**config.mk**
```make
export PLATFORM = sky130hd
export DESIGN_NAME = aci_front
export DESIGN_NICKNAME = d
export VERILOG_FILES = /design/src/aci_pkg.sv /design/src/aci_front.sv
export SDC_FILE = /design/constraint.sdc
export NUM_CORES = 1
export LEC_CHECK = 0
export BUFFER_PORTS_ARGS = -buffer_cell sky130_fd_sc_hd__buf_2
export CORE_AREA = 2 2 308 310
export DETAILED_ROUTE_END_ITERATION = 10
export DIE_AREA = 0 0 310 312
export PLACE_DENSITY = 0.62
export SLEW_MARGIN = 20
export SYNTH_ARGS = -nofsm -noshare
export SYNTH_HDL_FRONTEND = slang
export SYNTH_SLANG_ARGS = --single-unit
```
**constraint.sdc**
```tcl
create_clock -name clk -period 15.2 [get_ports clk]
set_input_delay 3.04 -clock clk [delete_from_list [all_inputs] [get_ports clk]]
set_output_delay 3.04 -clock clk [all_outputs]
set_load 0.02 [all_outputs]
```
**src/aci_pkg.sv**
```systemverilog
`timescale 1ns / 1ps
// ----------------------------------------------------------------------------
// aci_pkg
// Types and constants shared by the box collision resolver modules.
// ----------------------------------------------------------------------------
package aci_pkg;

  localparam int COORD_BITS_DEF = 32;
  localparam int COORD_MAX      = 32;
  localparam int QUEUE_DEPTH    = 2;

  localparam logic [16:0] BOUNCE_ONE = 17'h10000;

  localparam logic [1:0] NORMAL_PX = 2'd0;
  localparam logic [1:0] NORMAL_NX = 2'd1;
  localparam logic [1:0] NORMAL_PY = 2'd2;
  localparam logic [1:0] NORMAL_NY = 2'd3;

  typedef struct packed {
    logic [63:0] a_position;
    logic [63:0] a_half_size;
    logic [63:0] a_velocity;
    logic [31:0] a_mass;
    logic [16:0] a_bounce;
    logic [63:0] b_position;
    logic [63:0] b_half_size;
    logic [63:0] b_velocity;
    logic [31:0] b_mass;
    logic [16:0] b_bounce;
  } item_t;

  typedef struct packed {
    logic               overlap;
    logic [1:0]         normal_code;
    logic signed [31:0] penetration;
    logic               impulse_applied;
    logic               both_immovable;
    logic [63:0]        a_velocity_out;
    logic [63:0]        b_velocity_out;
  } result_t;

  typedef struct packed {
    logic               overlap;
    logic [1:0]         normal_code;
    logic signed [31:0] penetration;
    logic               impulse;
    logic               both;
    logic               xaxis;
    logic               neg;
    logic [COORD_MAX:0] mag;
    logic [16:0]        bounce;
    logic [31:0]        na;
    logic [31:0]        nb;
    logic [32:0]        den;
    logic [63:0]        a_velocity;
    logic [63:0]        b_velocity;
  } cls_t;

endpackage

```
**src/aci_front.sv**
```systemverilog
`timescale 1ns / 1ps
// ----------------------------------------------------------------------------
// aci_front
// Overlap test, contact axis and normal, approach speed and mass weights.
// ----------------------------------------------------------------------------
module aci_front #(
  parameter int COORD_BITS = aci_pkg::COORD_BITS_DEF
) (
  input  logic           clk,
  input  logic           rst,
  input  logic           accept,
  input  aci_pkg::item_t item,
  output logic           out_vld,
  output aci_pkg::cls_t  out_cls
);
  import aci_pkg::*;

  localparam int C  = COORD_BITS;
  localparam int GB = C + 3;
  localparam logic signed [GB-1:0] PEN_MIN = {{(GB-C+1){1'b1}}, {(C-1){1'b0}}};

  logic signed [C-1:0]  pax, pay, pbx, pby, hax, hay, hbx, hby, vax, vay, vbx, vby;
  logic signed [GB-1:0] dx, dy, adx, ady, gx, gy, d_sel, pen_sel, pen_c, dv, van, magv;
  logic signed [C-1:0]  pen_n;
  logic                 ov, xaxis, dpos, approach, ma_z, mb_z;
  logic [16:0]          ea, eb;
  cls_t                 cls_next;

  assign pax = item.a_position[C-1:0];
  assign pay = item.a_position[32 +: C];
  assign pbx = item.b_position[C-1:0];
  assign pby = item.b_position[32 +: C];
  assign hax = item.a_half_size[C-1:0];
  assign hay = item.a_half_size[32 +: C];
  assign hbx = item.b_half_size[C-1:0];
  assign hby = item.b_half_size[32 +: C];
  assign vax = item.a_velocity[C-1:0];
  assign vay = item.a_velocity[32 +: C];
  assign vbx = item.b_velocity[C-1:0];
  assign vby = item.b_velocity[32 +: C];

  always_comb begin
    dx       = GB'(pbx) - GB'(pax);
    dy       = GB'(pby) - GB'(pay);
    adx      = dx[GB-1] ? -dx : dx;
    ady      = dy[GB-1] ? -dy : dy;
    gx       = adx - (GB'(hax) + GB'(hbx));
    gy       = ady - (GB'(hay) + GB'(hby));
    ov       = gx[GB-1] && gy[GB-1];
    xaxis    = gx > gy;
    d_sel    = xaxis ? dx : dy;
    dpos     = !d_sel[GB-1] && (d_sel != '0);
    pen_sel  = xaxis ? gx : gy;
    pen_c    = (pen_sel < PEN_MIN) ? PEN_MIN : pen_sel;
    pen_n    = pen_c[C-1:0];
    dv       = xaxis ? (GB'(vbx) - GB'(vax)) : (GB'(vby) - GB'(vay));
    van      = dpos ? dv : -dv;
    approach = van[GB-1] || (van == '0);
    magv     = -van;
    ma_z     = (item.a_mass == '0);
    mb_z     = (item.b_mass == '0);
    ea       = (item.a_bounce > BOUNCE_ONE) ? BOUNCE_ONE : item.a_bounce;
    eb       = (item.b_bounce > BOUNCE_ONE) ? BOUNCE_ONE : item.b_bounce;

    cls_next.overlap     = ov;
    cls_next.penetration = ov ? 32'(pen_n) : '0;
    if (!ov) begin
      cls_next.normal_code = NORMAL_PX;
    end else if (xaxis) begin
      cls_next.normal_code = dpos ? NORMAL_PX : NORMAL_NX;
    end else begin
      cls_next.normal_code = dpos ? NORMAL_PY : NORMAL_NY;
    end
    cls_next.impulse    = ov && approach && !(ma_z && mb_z);
    cls_next.both       = ov && approach && ma_z && mb_z;
    cls_next.xaxis      = xaxis;
    cls_next.neg        = !dpos;
    cls_next.mag        = (COORD_MAX+1)'(magv[C:0]);
    cls_next.bounce     = (eb < ea) ? eb : ea;
    if (mb_z) begin
      cls_next.na  = 32'd1;
      cls_next.nb  = '0;
      cls_next.den = 33'd1;
    end else if (ma_z) begin
      cls_next.na  = '0;
      cls_next.nb  = 32'd1;
      cls_next.den = 33'd1;
    end else begin
      cls_next.na  = item.b_mass;
      cls_next.nb  = item.a_mass;
      cls_next.den = 33'(item.a_mass) + 33'(item.b_mass);
    end
    cls_next.a_velocity = item.a_velocity;
    cls_next.b_velocity = item.b_velocity;
  end

  always_ff @(posedge clk) begin
    if (rst) begin
      out_vld <= 1'b0;
    end else begin
      out_vld <= accept;
    end
  end

  always_ff @(posedge clk) begin
    if (accept) begin
      out_cls <= cls_next;
    end
  end

endmodule

```
==> results.yml <==
outcome:
  status: "finished, final reports clean"
worst_setup_path:
  endpoint_kind: "register"
  slowest_delay_ns: 0.57
  cp_num_buf_inv: 5
  cp_max_fo: 31
  worst_ep_arrival_time_ns: 14.94
  required_ns: 15.64
  start_kind: "primary input"
  cpLargestDelayFamily: "compound AO/OA/AOI/OAI gates"
  slowest_stage: "or4_1"
  crit_type: "in -> reg"
layout:
  utilization_pct: 40.5
  fin_nets: 5108
  areaGrowthSynthToFinish_pct: 23.2
  fin_cells: 5556
  fillers: 9512
  fin_area_mm2: 0.0376
  drive_gt1_share_pct: 22.7
  multi_input_comb_area_mm2: 0.0195
  seq_area_mm2: 0.00945
global_route:
  met3_usage_pct: 4.75
  grt-ovfl-total: 0
  antenna_found_initial: 19
  use_met2_pct: 39.0
  met1_usage_pct: 29.1
  grt_max_degree: 159
  grt_pass1_wl_mm: 171
  grt_most_used_layer: "met2"
  grt_pass1_vias: 28000
  track_usage_pct: 23.1
synthesis:
  ys_seq_elements: 315
  synth-async-reset-ratio_pct: 0
  netlist_top_cells_area: "edfxtp_1 31%, ha_1 12%, xnor2_1 5.2%"
  synth_top_area_share_pct: 30.9
  synth_edf_count: 314
  ys_types: 106
  syn_area_mm2: 0.0306
  post-synth-top-area-cell: "edfxtp_1"
  seq_area_frac_synth_pct: 30.9
  synthCells: 3473
  synth_area_per_cell_um2: 8.80
  synth_warnings: 0
  synthFlopType: "edfxtp_1"
placed_design:
  place_area_mm2: 0.0362
  post-dp-hpwl_mm: 96.8
  dp_cells: 5474
  gp_congestion: 0.930
  io_buffers: 799
sta:
  tightestPinTransition_ns: 0.985
  finalSetupViolations: 0
  whs_ns: 2.63
  hold_viol_final: 0
  maxSlewHeadroom_pct: 33.7
  timing.final.crit_share_pct: 95.4
  maxSlewViolCount: 0
  fmax_mhz: 69.0
  period_minus_slack_ns: 14.50
drt:
  drt-pass1-iter-count: 5
  ant_nets: 0
  drc: 0
  vias_per_cell: 5.21
  wl_mm: 116
  wl_per_cell_um: 20.9
  dr_total_vias: 29000
  drt_iter0_drc: 2071
clocking:
  cts_tree: "yes"
  h-tree-depth: 2
  clk_pin_slew_ns: 0.06
  root_buffer: "clkbuf_16"
  cts.sink_count: 315
  cts_hold_buf: 0
  clockBufferDepth: 3
  cts_buffers: 40
die:
  die_h_um: 312
  rows: 112
  design.die.area_mm2: 0.0967
  initial_utilization_pct: 32.8
  num_io_pins: 800
  fp.dieW_um: 310
  coreArea_mm2: 0.0930
power_and_ir_drop:
  p_int_mw: 3.85
  power.share.switching_pct: 51.3
  peakVddDrop_v: 0.000266
  p_seq_share_pct: 16.6
  leakage_nw: 17.1
  power_per_cell_area_mw_per_mm2: 210
  p_comb_share_pct: 70.7
  clockPowerShare_pct: 12.8
  switching_power_mw: 4.06
hold_path:
  hp-class: "in -> reg"
run:
  drv_cap: 0
==> area by class of cell <==
cell class	instances	share of cell area [%]
sequential	315	25.1
clock inverter	18	0.698
clock buffer	51	2.88
inverter	370	3.70
timing repair buffer	843	11.6
multi-input combinational	2695	51.8
antenna	10	0.0665
tap	1254	4.17
==> cells in the final DEF (no fill, tap or decap), types with 38 or more instances in the layout <==
master and n:
a211oi_1 41, a21o_1 87, a21oi_1 248, and2_1 90, buf_2 798, buf_4 42
clkbuf_16 40, edfxtp_1 314, fa_1 73, ha_1 283, inv_1 368, nand2_1 270
nand3_1 91, nand4_1 43, nor2_1 277, nor2b_1 44, nor3_1 92, nor4_1 38
o21ai_0 184, xnor2_1 182, xor2_1 106
==> logic make-up (layout without fill, tap and decap cells) <==
logic type | count (synthesis) | in the layout | share of synthesized area, %
compound gates | 882 | 882 | 18.8
mux | 27 | 27 | 0.917
other cells | 1 | 12 | 0.0123
simple gates | 1138 | 1138 | 18.9
buf+inv | 464 | 1282 | 5.74
xor+xnor | 288 | 288 | 8.26
fa+ha+maj | 358 | 358 | 16.5
flops | 315 | 315 | 30.9
==> cells in the mapped netlist, types with 73 or more instances <==
master,count
nor2_1,278
a21oi_1,249
xor2_1,106
o21ai_0,185
and2_1,91
nand3_1,91
nand2_1,270
ha_1,285
fa_1,73
inv_1,368
clkbuf_1,77
edfxtp_1,314
xnor2_1,182
nor3_1,95
a21o_1,87
==> what timing repair did <==
item / CTS / global route
resized for setup: 0 / 14
buffers inserted: 0 / 3
endpoints found under the setup margin: 0 / 14
==> power by group through the flow <==
stage / Clock, mW / Combinational, mW / Sequential [mW]
after global placement: 0 / 5.49 / 1.33
after global routing: 1.07 / 6.18 / 1.32
after CTS: 1.04 / 5.57 / 1.31
after floorplan: 0 / 3.66 / 1.51
final: 1.01 / 5.59 / 1.31
after detailed placement: 0 / 5.53 / 1.33
==> metrics by stage <==
| stage | total power [mW] | setup TNS (ns) | worst slack, ns |
|---|---|---|---|
| 4_1_cts | 7.92 | 0 | 0.279 |
| 3_3_place_gp | 6.82 | 0 | 0.0468 |
| 3_5_place_dp | 6.86 | -0.948 | -0.298 |
| 2_1_floorplan | 5.17 | 0 | 0.0397 |
| 6_report | 7.91 | 0 | 0.700 |
| 5_1_grt | 8.57 | -0.0571 | -0.0294 |
==> final timing paths <==
| kind | endpoint | start | slack (ns) | depth (start not counted) |
|---|---|---|---|---|
| worst min-delay path | out_vld | rst | 2.63 | 2 |
| worst max-delay path | out_cls[278] | item[209] | 0.70 | 51 |
==> layer usage <==
metal | wire length (um) | vias to the layer above
met5 | 90 | -
met4 | 4190 | 14
met3 | 8860 | 165
met2 | 54600 | 1054
met1 | 48500 | 13600
li1 | - | 14100
==> sequential cells by signal, summed over array words and instances (netlist names) <==
name / cells
out_cls: 314
out_vld: 1
No activity file was read; power rests on OpenSTA's default activity.
