$ cat src/aci_pkg.sv
`timescale 1ns / 1ps
// ----------------------------------------------------------------------------
// aci_pkg
// Types and constants shared by the box collision resolver modules.
// ----------------------------------------------------------------------------
package aci_pkg;

  localparam int COORD_BITS_DEF = 32;
  localparam int COORD_MAX      = 32;
  localparam int QUEUE_DEPTH    = 2;

  localparam logic [16:0] BOUNCE_ONE = 17'h10000;

  localparam logic [1:0] NORMAL_PX = 2'd0;
  localparam logic [1:0] NORMAL_NX = 2'd1;
  localparam logic [1:0] NORMAL_PY = 2'd2;
  localparam logic [1:0] NORMAL_NY = 2'd3;

  typedef struct packed {
    logic [63:0] a_position;
    logic [63:0] a_half_size;
    logic [63:0] a_velocity;
    logic [31:0] a_mass;
    logic [16:0] a_bounce;
    logic [63:0] b_position;
    logic [63:0] b_half_size;
    logic [63:0] b_velocity;
    logic [31:0] b_mass;
    logic [16:0] b_bounce;
  } item_t;

  typedef struct packed {
    logic               overlap;
    logic [1:0]         normal_code;
    logic signed [31:0] penetration;
    logic               impulse_applied;
    logic               both_immovable;
    logic [63:0]        a_velocity_out;
    logic [63:0]        b_velocity_out;
  } result_t;

  typedef struct packed {
    logic               overlap;
    logic [1:0]         normal_code;
    logic signed [31:0] penetration;
    logic               impulse;
    logic               both;
    logic               xaxis;
    logic               neg;
    logic [COORD_MAX:0] mag;
    logic [16:0]        bounce;
    logic [31:0]        na;
    logic [31:0]        nb;
    logic [32:0]        den;
    logic [63:0]        a_velocity;
    logic [63:0]        b_velocity;
  } cls_t;

endpackage

$ cat src/aci_queue.sv
`timescale 1ns / 1ps
// ----------------------------------------------------------------------------
// aci_queue
// Short first-in first-out queue between the classifier and the resolver.
// ----------------------------------------------------------------------------
module aci_queue (
  input  logic          clk,
  input  logic          rst,
  input  logic          push,
  input  aci_pkg::cls_t push_data,
  input  logic          pop,
  output aci_pkg::cls_t pop_data,
  output logic          not_empty,
  output logic          full
);
  import aci_pkg::*;

  localparam int PB = $clog2(QUEUE_DEPTH);
  localparam int CB = $clog2(QUEUE_DEPTH + 1);

  cls_t          entries [QUEUE_DEPTH];
  logic [PB-1:0] wr_ptr, rd_ptr;
  logic [CB-1:0] count;
  logic          do_push, do_pop;

  assign do_push   = push && !full;
  assign do_pop    = pop && not_empty;
  assign not_empty = (count != '0);
  assign full      = (count == CB'(QUEUE_DEPTH));
  assign pop_data  = entries[rd_ptr];

  always_ff @(posedge clk) begin
    if (rst) begin
      wr_ptr <= '0;
      rd_ptr <= '0;
      count  <= '0;
    end else begin
      if (do_push) begin
        wr_ptr <= (wr_ptr == PB'(QUEUE_DEPTH - 1)) ? '0 : wr_ptr + 1'b1;
      end
      if (do_pop) begin
        rd_ptr <= (rd_ptr == PB'(QUEUE_DEPTH - 1)) ? '0 : rd_ptr + 1'b1;
      end
      count <= count + CB'(do_push) - CB'(do_pop);
    end
  end

  always_ff @(posedge clk) begin
    if (do_push) begin
      entries[wr_ptr] <= push_data;
    end
  end

endmodule

$ cat config.mk
export PLATFORM = sky130hd
export DESIGN_NAME = aci_queue
export DESIGN_NICKNAME = d
export VERILOG_FILES = /design/src/aci_pkg.sv /design/src/aci_queue.sv
export SDC_FILE = /design/constraint.sdc
export NUM_CORES = 1
export LEC_CHECK = 0
export CAP_MARGIN = 5
export CORE_AREA = 4 4 243 245
export CTS_CLUSTER_SIZE = 28
export DETAILED_ROUTE_END_ITERATION = 8
export DIE_AREA = 0 0 247 249
export DONT_BUFFER_PORTS = 1
export PLACE_DENSITY = 0.54
export SYNTH_ARGS = -nofsm -noshare
export SYNTH_HDL_FRONTEND = slang
export SYNTH_SLANG_ARGS = --single-unit
$ cat constraint.sdc
create_clock -name clk -period 12.7 [get_ports clk]
set_clock_uncertainty 0.05 [all_clocks]
set_input_delay 1.905 -clock clk [delete_from_list [all_inputs] [get_ports clk]]
set_output_delay 1.905 -clock clk [all_outputs]
set_load 0.02 [all_outputs]
==> results.md, run 1 <==
* Layout area overhead at 11.74%
* Final Net Count at 1366
* PnR worst setup slack at 7.803 ns
* Clock share of power at 0.294
* Worst path max stage delay at 0.91 ns
* I/O pin cnt at 634
* Global-route wire length before repair at 72440 um
* H-tree Lvls at 3
* Worst-margin pin slew at 1.158 ns
* Worst Hold Class: register to register
* WL final at 52870 um
* CTS Buffer Depth at 3
* Syn avg cell area at 23.87 um2
* Iteration-0 DRC count of the detailed router at 626
* Clock root cell: clkbuf_16
* Sequential share of power at 0.438
* Initial antenna violation count at 2
* Worst setup SP type: register
* Share of post-route cells with drive strength above 1 at 0.3798
* Cell internal pwr at 4.366 mW
* Row cnt at 88
* Synth warn at 0
* Maxcap violations at 0
* Peak supply drop at 225.9 uV
* Total core area at 57140 um2
* Total power at 6.303 mW
* Pre-CTS setup slack at 7.136 ns
* Register area share after synthesis at 0.7911
* CP arrival at 2.94 ns
* Worst-Skew Late Latency at 0.58 ns
* Hold Fails Final Rpt at 0
* CP max FO at 132
* Worst setup path class: register to output port
* Post-cts resize count at 0
* Fill count at 4697
* Number of global-route vias before repair at 9676
* Fin cells at 1863
* Dpl hpwl at 36280 um
* Vias per cell at 5.061
* Mapped Cells at 1004
* Wire length per cell at 28.38 um
* Hold_buf cts at 0
* Rel. slew slack at 0.2278
* Die Y-Extent at 249 um
* Register bit total from synthesis at 633
* Worst path bufs/invs at 1
* DR vias at 9428
* Placed insts at 1742
* CP max stage cell: dfxtp_4
* Total CTS buffers at 67
* Grt total ovfl at 0
* DRC viols at 0
* ANT cells at 0
* FMAX at 204.2 MHz
* Post-synthesis cell type count at 22
* DRT antenna net count at 0
* Synthesized area at 23970 um2
* TNS Setup at 0 ns
* GRT Util Overall at 0.1645
* CTS tree: done
* Max-slew violation count at 0
* Critical path endpoint category: output port
* Fin util at 0.4686
* Psw at 1.937 mW
* Die Wd at 247 um
* Combinational Power Share at 0.268
* Most frequent cells in the layout: 628 x edfxtp_1, 260 x mux2_4, 69 x clkbuf_16
* Largest net degree at the start of global routing at 161
* Status: completed
* Net Sw Frac at 0.3073
* Tmin final at 4.897 ns
* Final setup viols at 0
* Leak at 9.124 nW
* Drt first pass iters at 5
* Req. time, crit path at 10.74 ns
* Crit-path leading delay family: flip-flops
* Final period util at 0.3856
* Die area at 61500 um2
* Crit path cell chain: buf_12, mux2_2
* Clk slew on worst S/H paths at 0.06 ns
* # port buffers at 0
* RSZ-0062 raised after global routing: no
* Post-CTS setup buffers at 0
* Power per cell area at 235.4 nW/um2
* Initial Util at 0.4194
* Synth Net Count at 1324
* GP Congestion at 0.7741
* Commonest non-fill, non-tap cell in the layout: edfxtp_1
* Clock Sinks at 633
[path summary, 6_finish.rpt]
path	end	slack (ns)	cells after the start	from
min	register	0.46	2	rd_ptr
max reg2reg	entries[0][166]	8.55	6	count[0]
max	pop_data[303]	7.80	2	register
min reg2reg	register	0.46	2	rd_ptr
[metal layers]
layer,GRT usage,part of all wire
met2,0.2905,0.52
met5,0,0.00055
met4,0.05203,0.031
met3,0.09429,0.12
met1,0.1615,0.32
[registers in the layout (all words and copies together), names as in the netlist, named ones only]
name,count
count,2
entries,628
rd_ptr,1
wr_ptr,1
[power groups by stage]
stage               combinational (mW)  sequential, mW  clock (mW)
floorplan                         1.47            2.86           0
global placement                  1.73            2.79           0
CTS                               1.73            2.76        1.91
finish                            1.69            2.76        1.85
global route                      1.76            2.79        2.00
detailed placement                1.73            2.81           0
[cell families (layout without fill, tap and decap cells)]
kind of cell,after synthesis,in the layout,share of synthesized area
compound gates,3,3,0.0007306
xor+xnor,2,2,0.0007311
fa+ha+maj,2,2,0.001044
buf+inv,39,133,0.01577
flops,633,633,0.7911
mux,314,314,0.1883
simple gates,11,11,0.002402
[area by class of cell]
cell class                 instances  area, um2  share of cell area
sequential                       633      18960              0.7081
timing repair buffer               8      97.59            0.003645
multi-input combinational        332       4634              0.1731
inverter                           4      22.52           0.0008410
clock buffer                      83       1779             0.06644
clock inverter                    38      325.3             0.01215
tap                              765      957.2             0.03574
[worst register-to-register path, stage by stage, from the launching register on]
cell      delay [ns]
dfxtp_1         0.37
nand2b_1        0.19
inv_1           0.17
or3_1           0.45
inv_8           0.63
buf_4           0.92
buf_4           0.96
[Yosys cell counts, drive strengths merged]
| library cell | number | area (um2) |
|---|---|---|
| edfxtp | 628 | 18860 |
| nand2 | 1 | 3.750 |
| xnor2 | 1 | 8.760 |
| nor3 | 1 | 5.000 |
| or2 | 1 | 6.260 |
| dfxtp | 5 | 100.1 |
| o21ai | 1 | 5.000 |
| ha | 2 | 25.02 |
| and2 | 1 | 6.260 |
| mux2 | 314 | 4512 |
| inv | 4 | 15.01 |
| xor2 | 1 | 8.760 |
| nand2b | 1 | 6.260 |
| a21oi | 1 | 5.000 |
| or3 | 1 | 6.260 |
| nor2b | 1 | 6.260 |
| buf | 35 | 362.8 |
| nor2 | 3 | 11.26 |
| and3 | 1 | 6.260 |
| o21a | 1 | 7.510 |
[per-stage QoR]
| stage | area, um2 | hold slack (ns) |
|---|---|---|
| 2_1_floorplan | 23970 | 0.4018 |
| 3_3_place_gp | 24670 | 0.4340 |
| 3_5_place_dp | 24670 | 0.4443 |
| 4_1_cts | 26780 | 0.4623 |
| 5_1_grt | 26780 | 0.4889 |
| 6_report | 26780 | 0.4584 |
No activity file was read; power rests on OpenSTA's default activity.
==> run 2, diff against run 1 <==
--- a/config.mk
+++ b/config.mk
@@ -11,7 +11,7 @@
 export DETAILED_ROUTE_END_ITERATION = 8
 export DIE_AREA = 0 0 247 249
 export DONT_BUFFER_PORTS = 1
-export PLACE_DENSITY = 0.54
+export PLACE_DENSITY = 0.56
 export SYNTH_ARGS = -nofsm -noshare
 export SYNTH_HDL_FRONTEND = slang
 export SYNTH_SLANG_ARGS = --single-unit
==> constraint.sdc (replaced) <==
create_clock -name clk -period 4 [get_ports clk]
set_clock_uncertainty 0.05 [all_clocks]
set_input_delay 0.6 -clock clk [delete_from_list [all_inputs] [get_ports clk]]
set_output_delay 0.6 -clock clk [all_outputs]
set_load 0.02 [all_outputs]
==> run 2 against run 1 <==
  * First-iteration DRC count up 4.5%
  * Global-route usage up 0.22 points
  * Critical path type unchanged
  * Non-clock buffer count up 46
  * Register-to-register slack worse by 7.1 ns
  * Clock power rose to 3.2 times the previous value
  * Utilization up 0.99 points
  * Sequential share of layout area down 1.5 points
  * Clock-buffer cell count unchanged
  * Largest power group unchanged
==> results.md, run 2 (synthesis gave the netlist of run 1 again) <==
* I/O pin cnt at 634 (unchanged)
* CP max stage cell: dfxtp_4 (unchanged)
* Total CTS buffers at 67 (unchanged)
* Clock share of power at 0.294 (about the same)
* Power per cell area at 740.6 nW/um2 (was 235.4 nW/um2)
* Largest net degree at the start of global routing at 55 (was 161)
* Worst Hold Class: input pin to register (was register to register)
* Sequential share of power at 0.431 (was 0.438)
* Worst path max stage delay at 0.78 ns (was 0.91 ns)
* Initial Util at 0.4194 (unchanged)
* Worst setup SP type: register (unchanged)
* Fin cells at 1906 (was 1863)
* CTS Buffer Depth at 3 (unchanged)
* Drt first pass iters at 4 (was 5)
* DRC viols at 0 (unchanged)
* Cell internal pwr at 14.04 mW (was 4.366 mW)
* Die Y-Extent at 249 um (unchanged)
* Leak at 9.393 nW (was 9.124 nW)
* Final period util at 0.7441
* CTS tree: done (unchanged)
* DRT antenna net count at 0 (unchanged)
* Fill count at 4656 (was 4697)
* Worst-Skew Late Latency at 0.58 ns (about the same)
* Status: completed (unchanged)
* Top flop regs: entries (628), count (2) (unchanged)
* Psw at 6.215 mW (was 1.937 mW)
* Post-CTS setup buffers at 0 (unchanged)
* Hold Fails Final Rpt at 0 (unchanged)
* Clock Sinks at 633 (unchanged)
* Grt total ovfl at 0 (unchanged)
* DR vias at 9589 (was 9428)
* ANT cells at 0 (unchanged)
* Commonest non-fill, non-tap cell in the layout: edfxtp_1 (unchanged)
* Rel. slew slack at 0.3942 (was 0.2278)
* Combinational Power Share at 0.275 (was 0.268)
* Share of post-route cells with drive strength above 1 at 0.3979 (was 0.3798)
* WL final at 52880 um (was 52870 um)
* Wire length per cell at 27.74 um (was 28.38 um)
* GRT Util Overall at 0.1666 (was 0.1645)
* # port buffers at 0 (unchanged)
* Clock root cell: clkbuf_16 (unchanged)
* RSZ-0062 raised after global routing: no (unchanged)
* Max reg flops at 628 (unchanged)
* Placed insts at 1768 (was 1742)
* Final setup viols at 0 (unchanged)
* Vias per cell at 5.031 (was 5.061)
* Biggest register: entries (unchanged)
* TNS Setup at 0 ns (unchanged)
* Iteration-0 DRC count of the detailed router at 654 (was 626)
* Clk slew on worst S/H paths at 0.06 ns (about the same)
* Critical path endpoint category: output port (unchanged)
* Req. time, crit path at 3.35 ns (was 10.74 ns)
* Most frequent cells in the layout: 628 x edfxtp_1, 260 x mux2_4, 68 x clkbuf_16 (was 628 x edfxtp_1, 260 x mux2_4, 69 x clkbuf_16)
* H-tree Lvls at 3 (unchanged)
* GP Congestion at 0.7883 (was 0.7741)
* Maxcap violations at 0 (unchanged)
* Net Sw Frac at 0.3069 (was 0.3073)
* Total core area at 57140 um2 (unchanged)
* Peak supply drop at 403.3 uV (was 225.9 uV)
* Final Net Count at 1412 (was 1366)
* Layout area overhead at 14.11% (was 11.74%)
* Dpl hpwl at 37940 um (was 36280 um)
* Total power at 20.25 mW (was 6.303 mW)
* Die Wd at 247 um (unchanged)
* Worst setup path class: register to output port (unchanged)
* Max-slew violation count at 0 (unchanged)
* Crit path cell chain: buf_4, mux2_2 (was buf_12, mux2_2)
* FMAX at 336.0 MHz
* CP arrival at 2.33 ns (was 2.94 ns)
* Worst-margin pin slew at 0.9067 ns (was 1.158 ns)
* Tmin final at 2.977 ns
* Initial antenna violation count at 0 (was 2)
* Number of global-route vias before repair at 10194 (was 9676)
* CP max FO at 34 (was 132)
* Row cnt at 88 (unchanged)
* Die area at 61500 um2 (unchanged)
* Global-route wire length before repair at 73710 um (was 72440 um)
[run 2: cell types whose count changed in the layout (fill, tap and decap cells not counted), moves of 3 or more]
cell           before  now
dlygate4sd3_1       0   20
buf_4               5   20
buf_12              3   14
clkinv_1           16    6
clkinv_2           11   14
[run 2: path summary, 6_finish.rpt]
check,start,end,slack (ns),depth (start not counted)
worst max-delay path,register,pop_data[37],1.02,2
worst min-delay path,push_data[283],entries[1][283],0.05,0
worst max register to register,count[0],entries[0][17],1.49,5
worst min register to register,wr_ptr,wr_ptr,0.46,2
[run 2: power groups by stage]
stage / sequential (mW) / clock, mW / combinational [mW]
after floorplan: 8.94 / 0 / 4.69
after CTS: 8.74 / 6.13 / 5.69
after detailed placement: 8.88 / 0 / 5.66
final: 8.72 / 5.96 / 5.57
after global placement: 8.83 / 0 / 5.66
after global routing: 8.82 / 6.42 / 5.81
[run 2: critical path, delay by kind of cell, from the launching register on]
| family | cells | cell delay [ns] |
|---|---|---|
| DFF | 1 | 0.78 |
| muxes | 1 | 0.45 |
| buffers and inverters | 1 | 0.49 |
[run 2: metal layers]
metal,GRT usage,share of wire,vias up,wire length [um]
met4,0.06095,0.030,0,1583
met2,0.2924,0.52,422,27560
met5,0,0,-,0
li1,-,-,4182,-
met1,0.1651,0.32,4903,16870
met3,0.09053,0.13,82,6862
[run 2: per-stage QoR]
stage	cell area [um2]	hold WS [ns]	setup WS [ns]	utilization
after global placement	25020	0.4479	1.449	0.4378
after floorplan	23980	0.4057	-1.882	-
after detailed placement	25020	0.4353	1.419	0.4378
after global routing	27350	0.01040	0.8725	0.4785
final	27350	0.05370	1.023	0.4785
after CTS	27350	0.00003980	0.9065	0.4785
[run 2: timing repair]
action | in CTS | in global routing
resized for setup | 0 | 0
hold buffers | 20 | 0
endpoints found under the hold margin | 34 | 0
endpoints found under the setup margin | 0 | 0
[run 2: layout make-up]
| cell class | instances | area [um2] | area share |
|---|---|---|---|
| timing repair buffer | 54 | 630.6 | 0.02306 |
| inverter | 4 | 26.28 | 0.0009608 |
| clock inverter | 35 | 352.8 | 0.01290 |
| clock buffer | 83 | 1778 | 0.06502 |
| sequential | 633 | 18960 | 0.6934 |
| multi-input combinational | 332 | 4639 | 0.1697 |
| tap | 765 | 957.2 | 0.03500 |
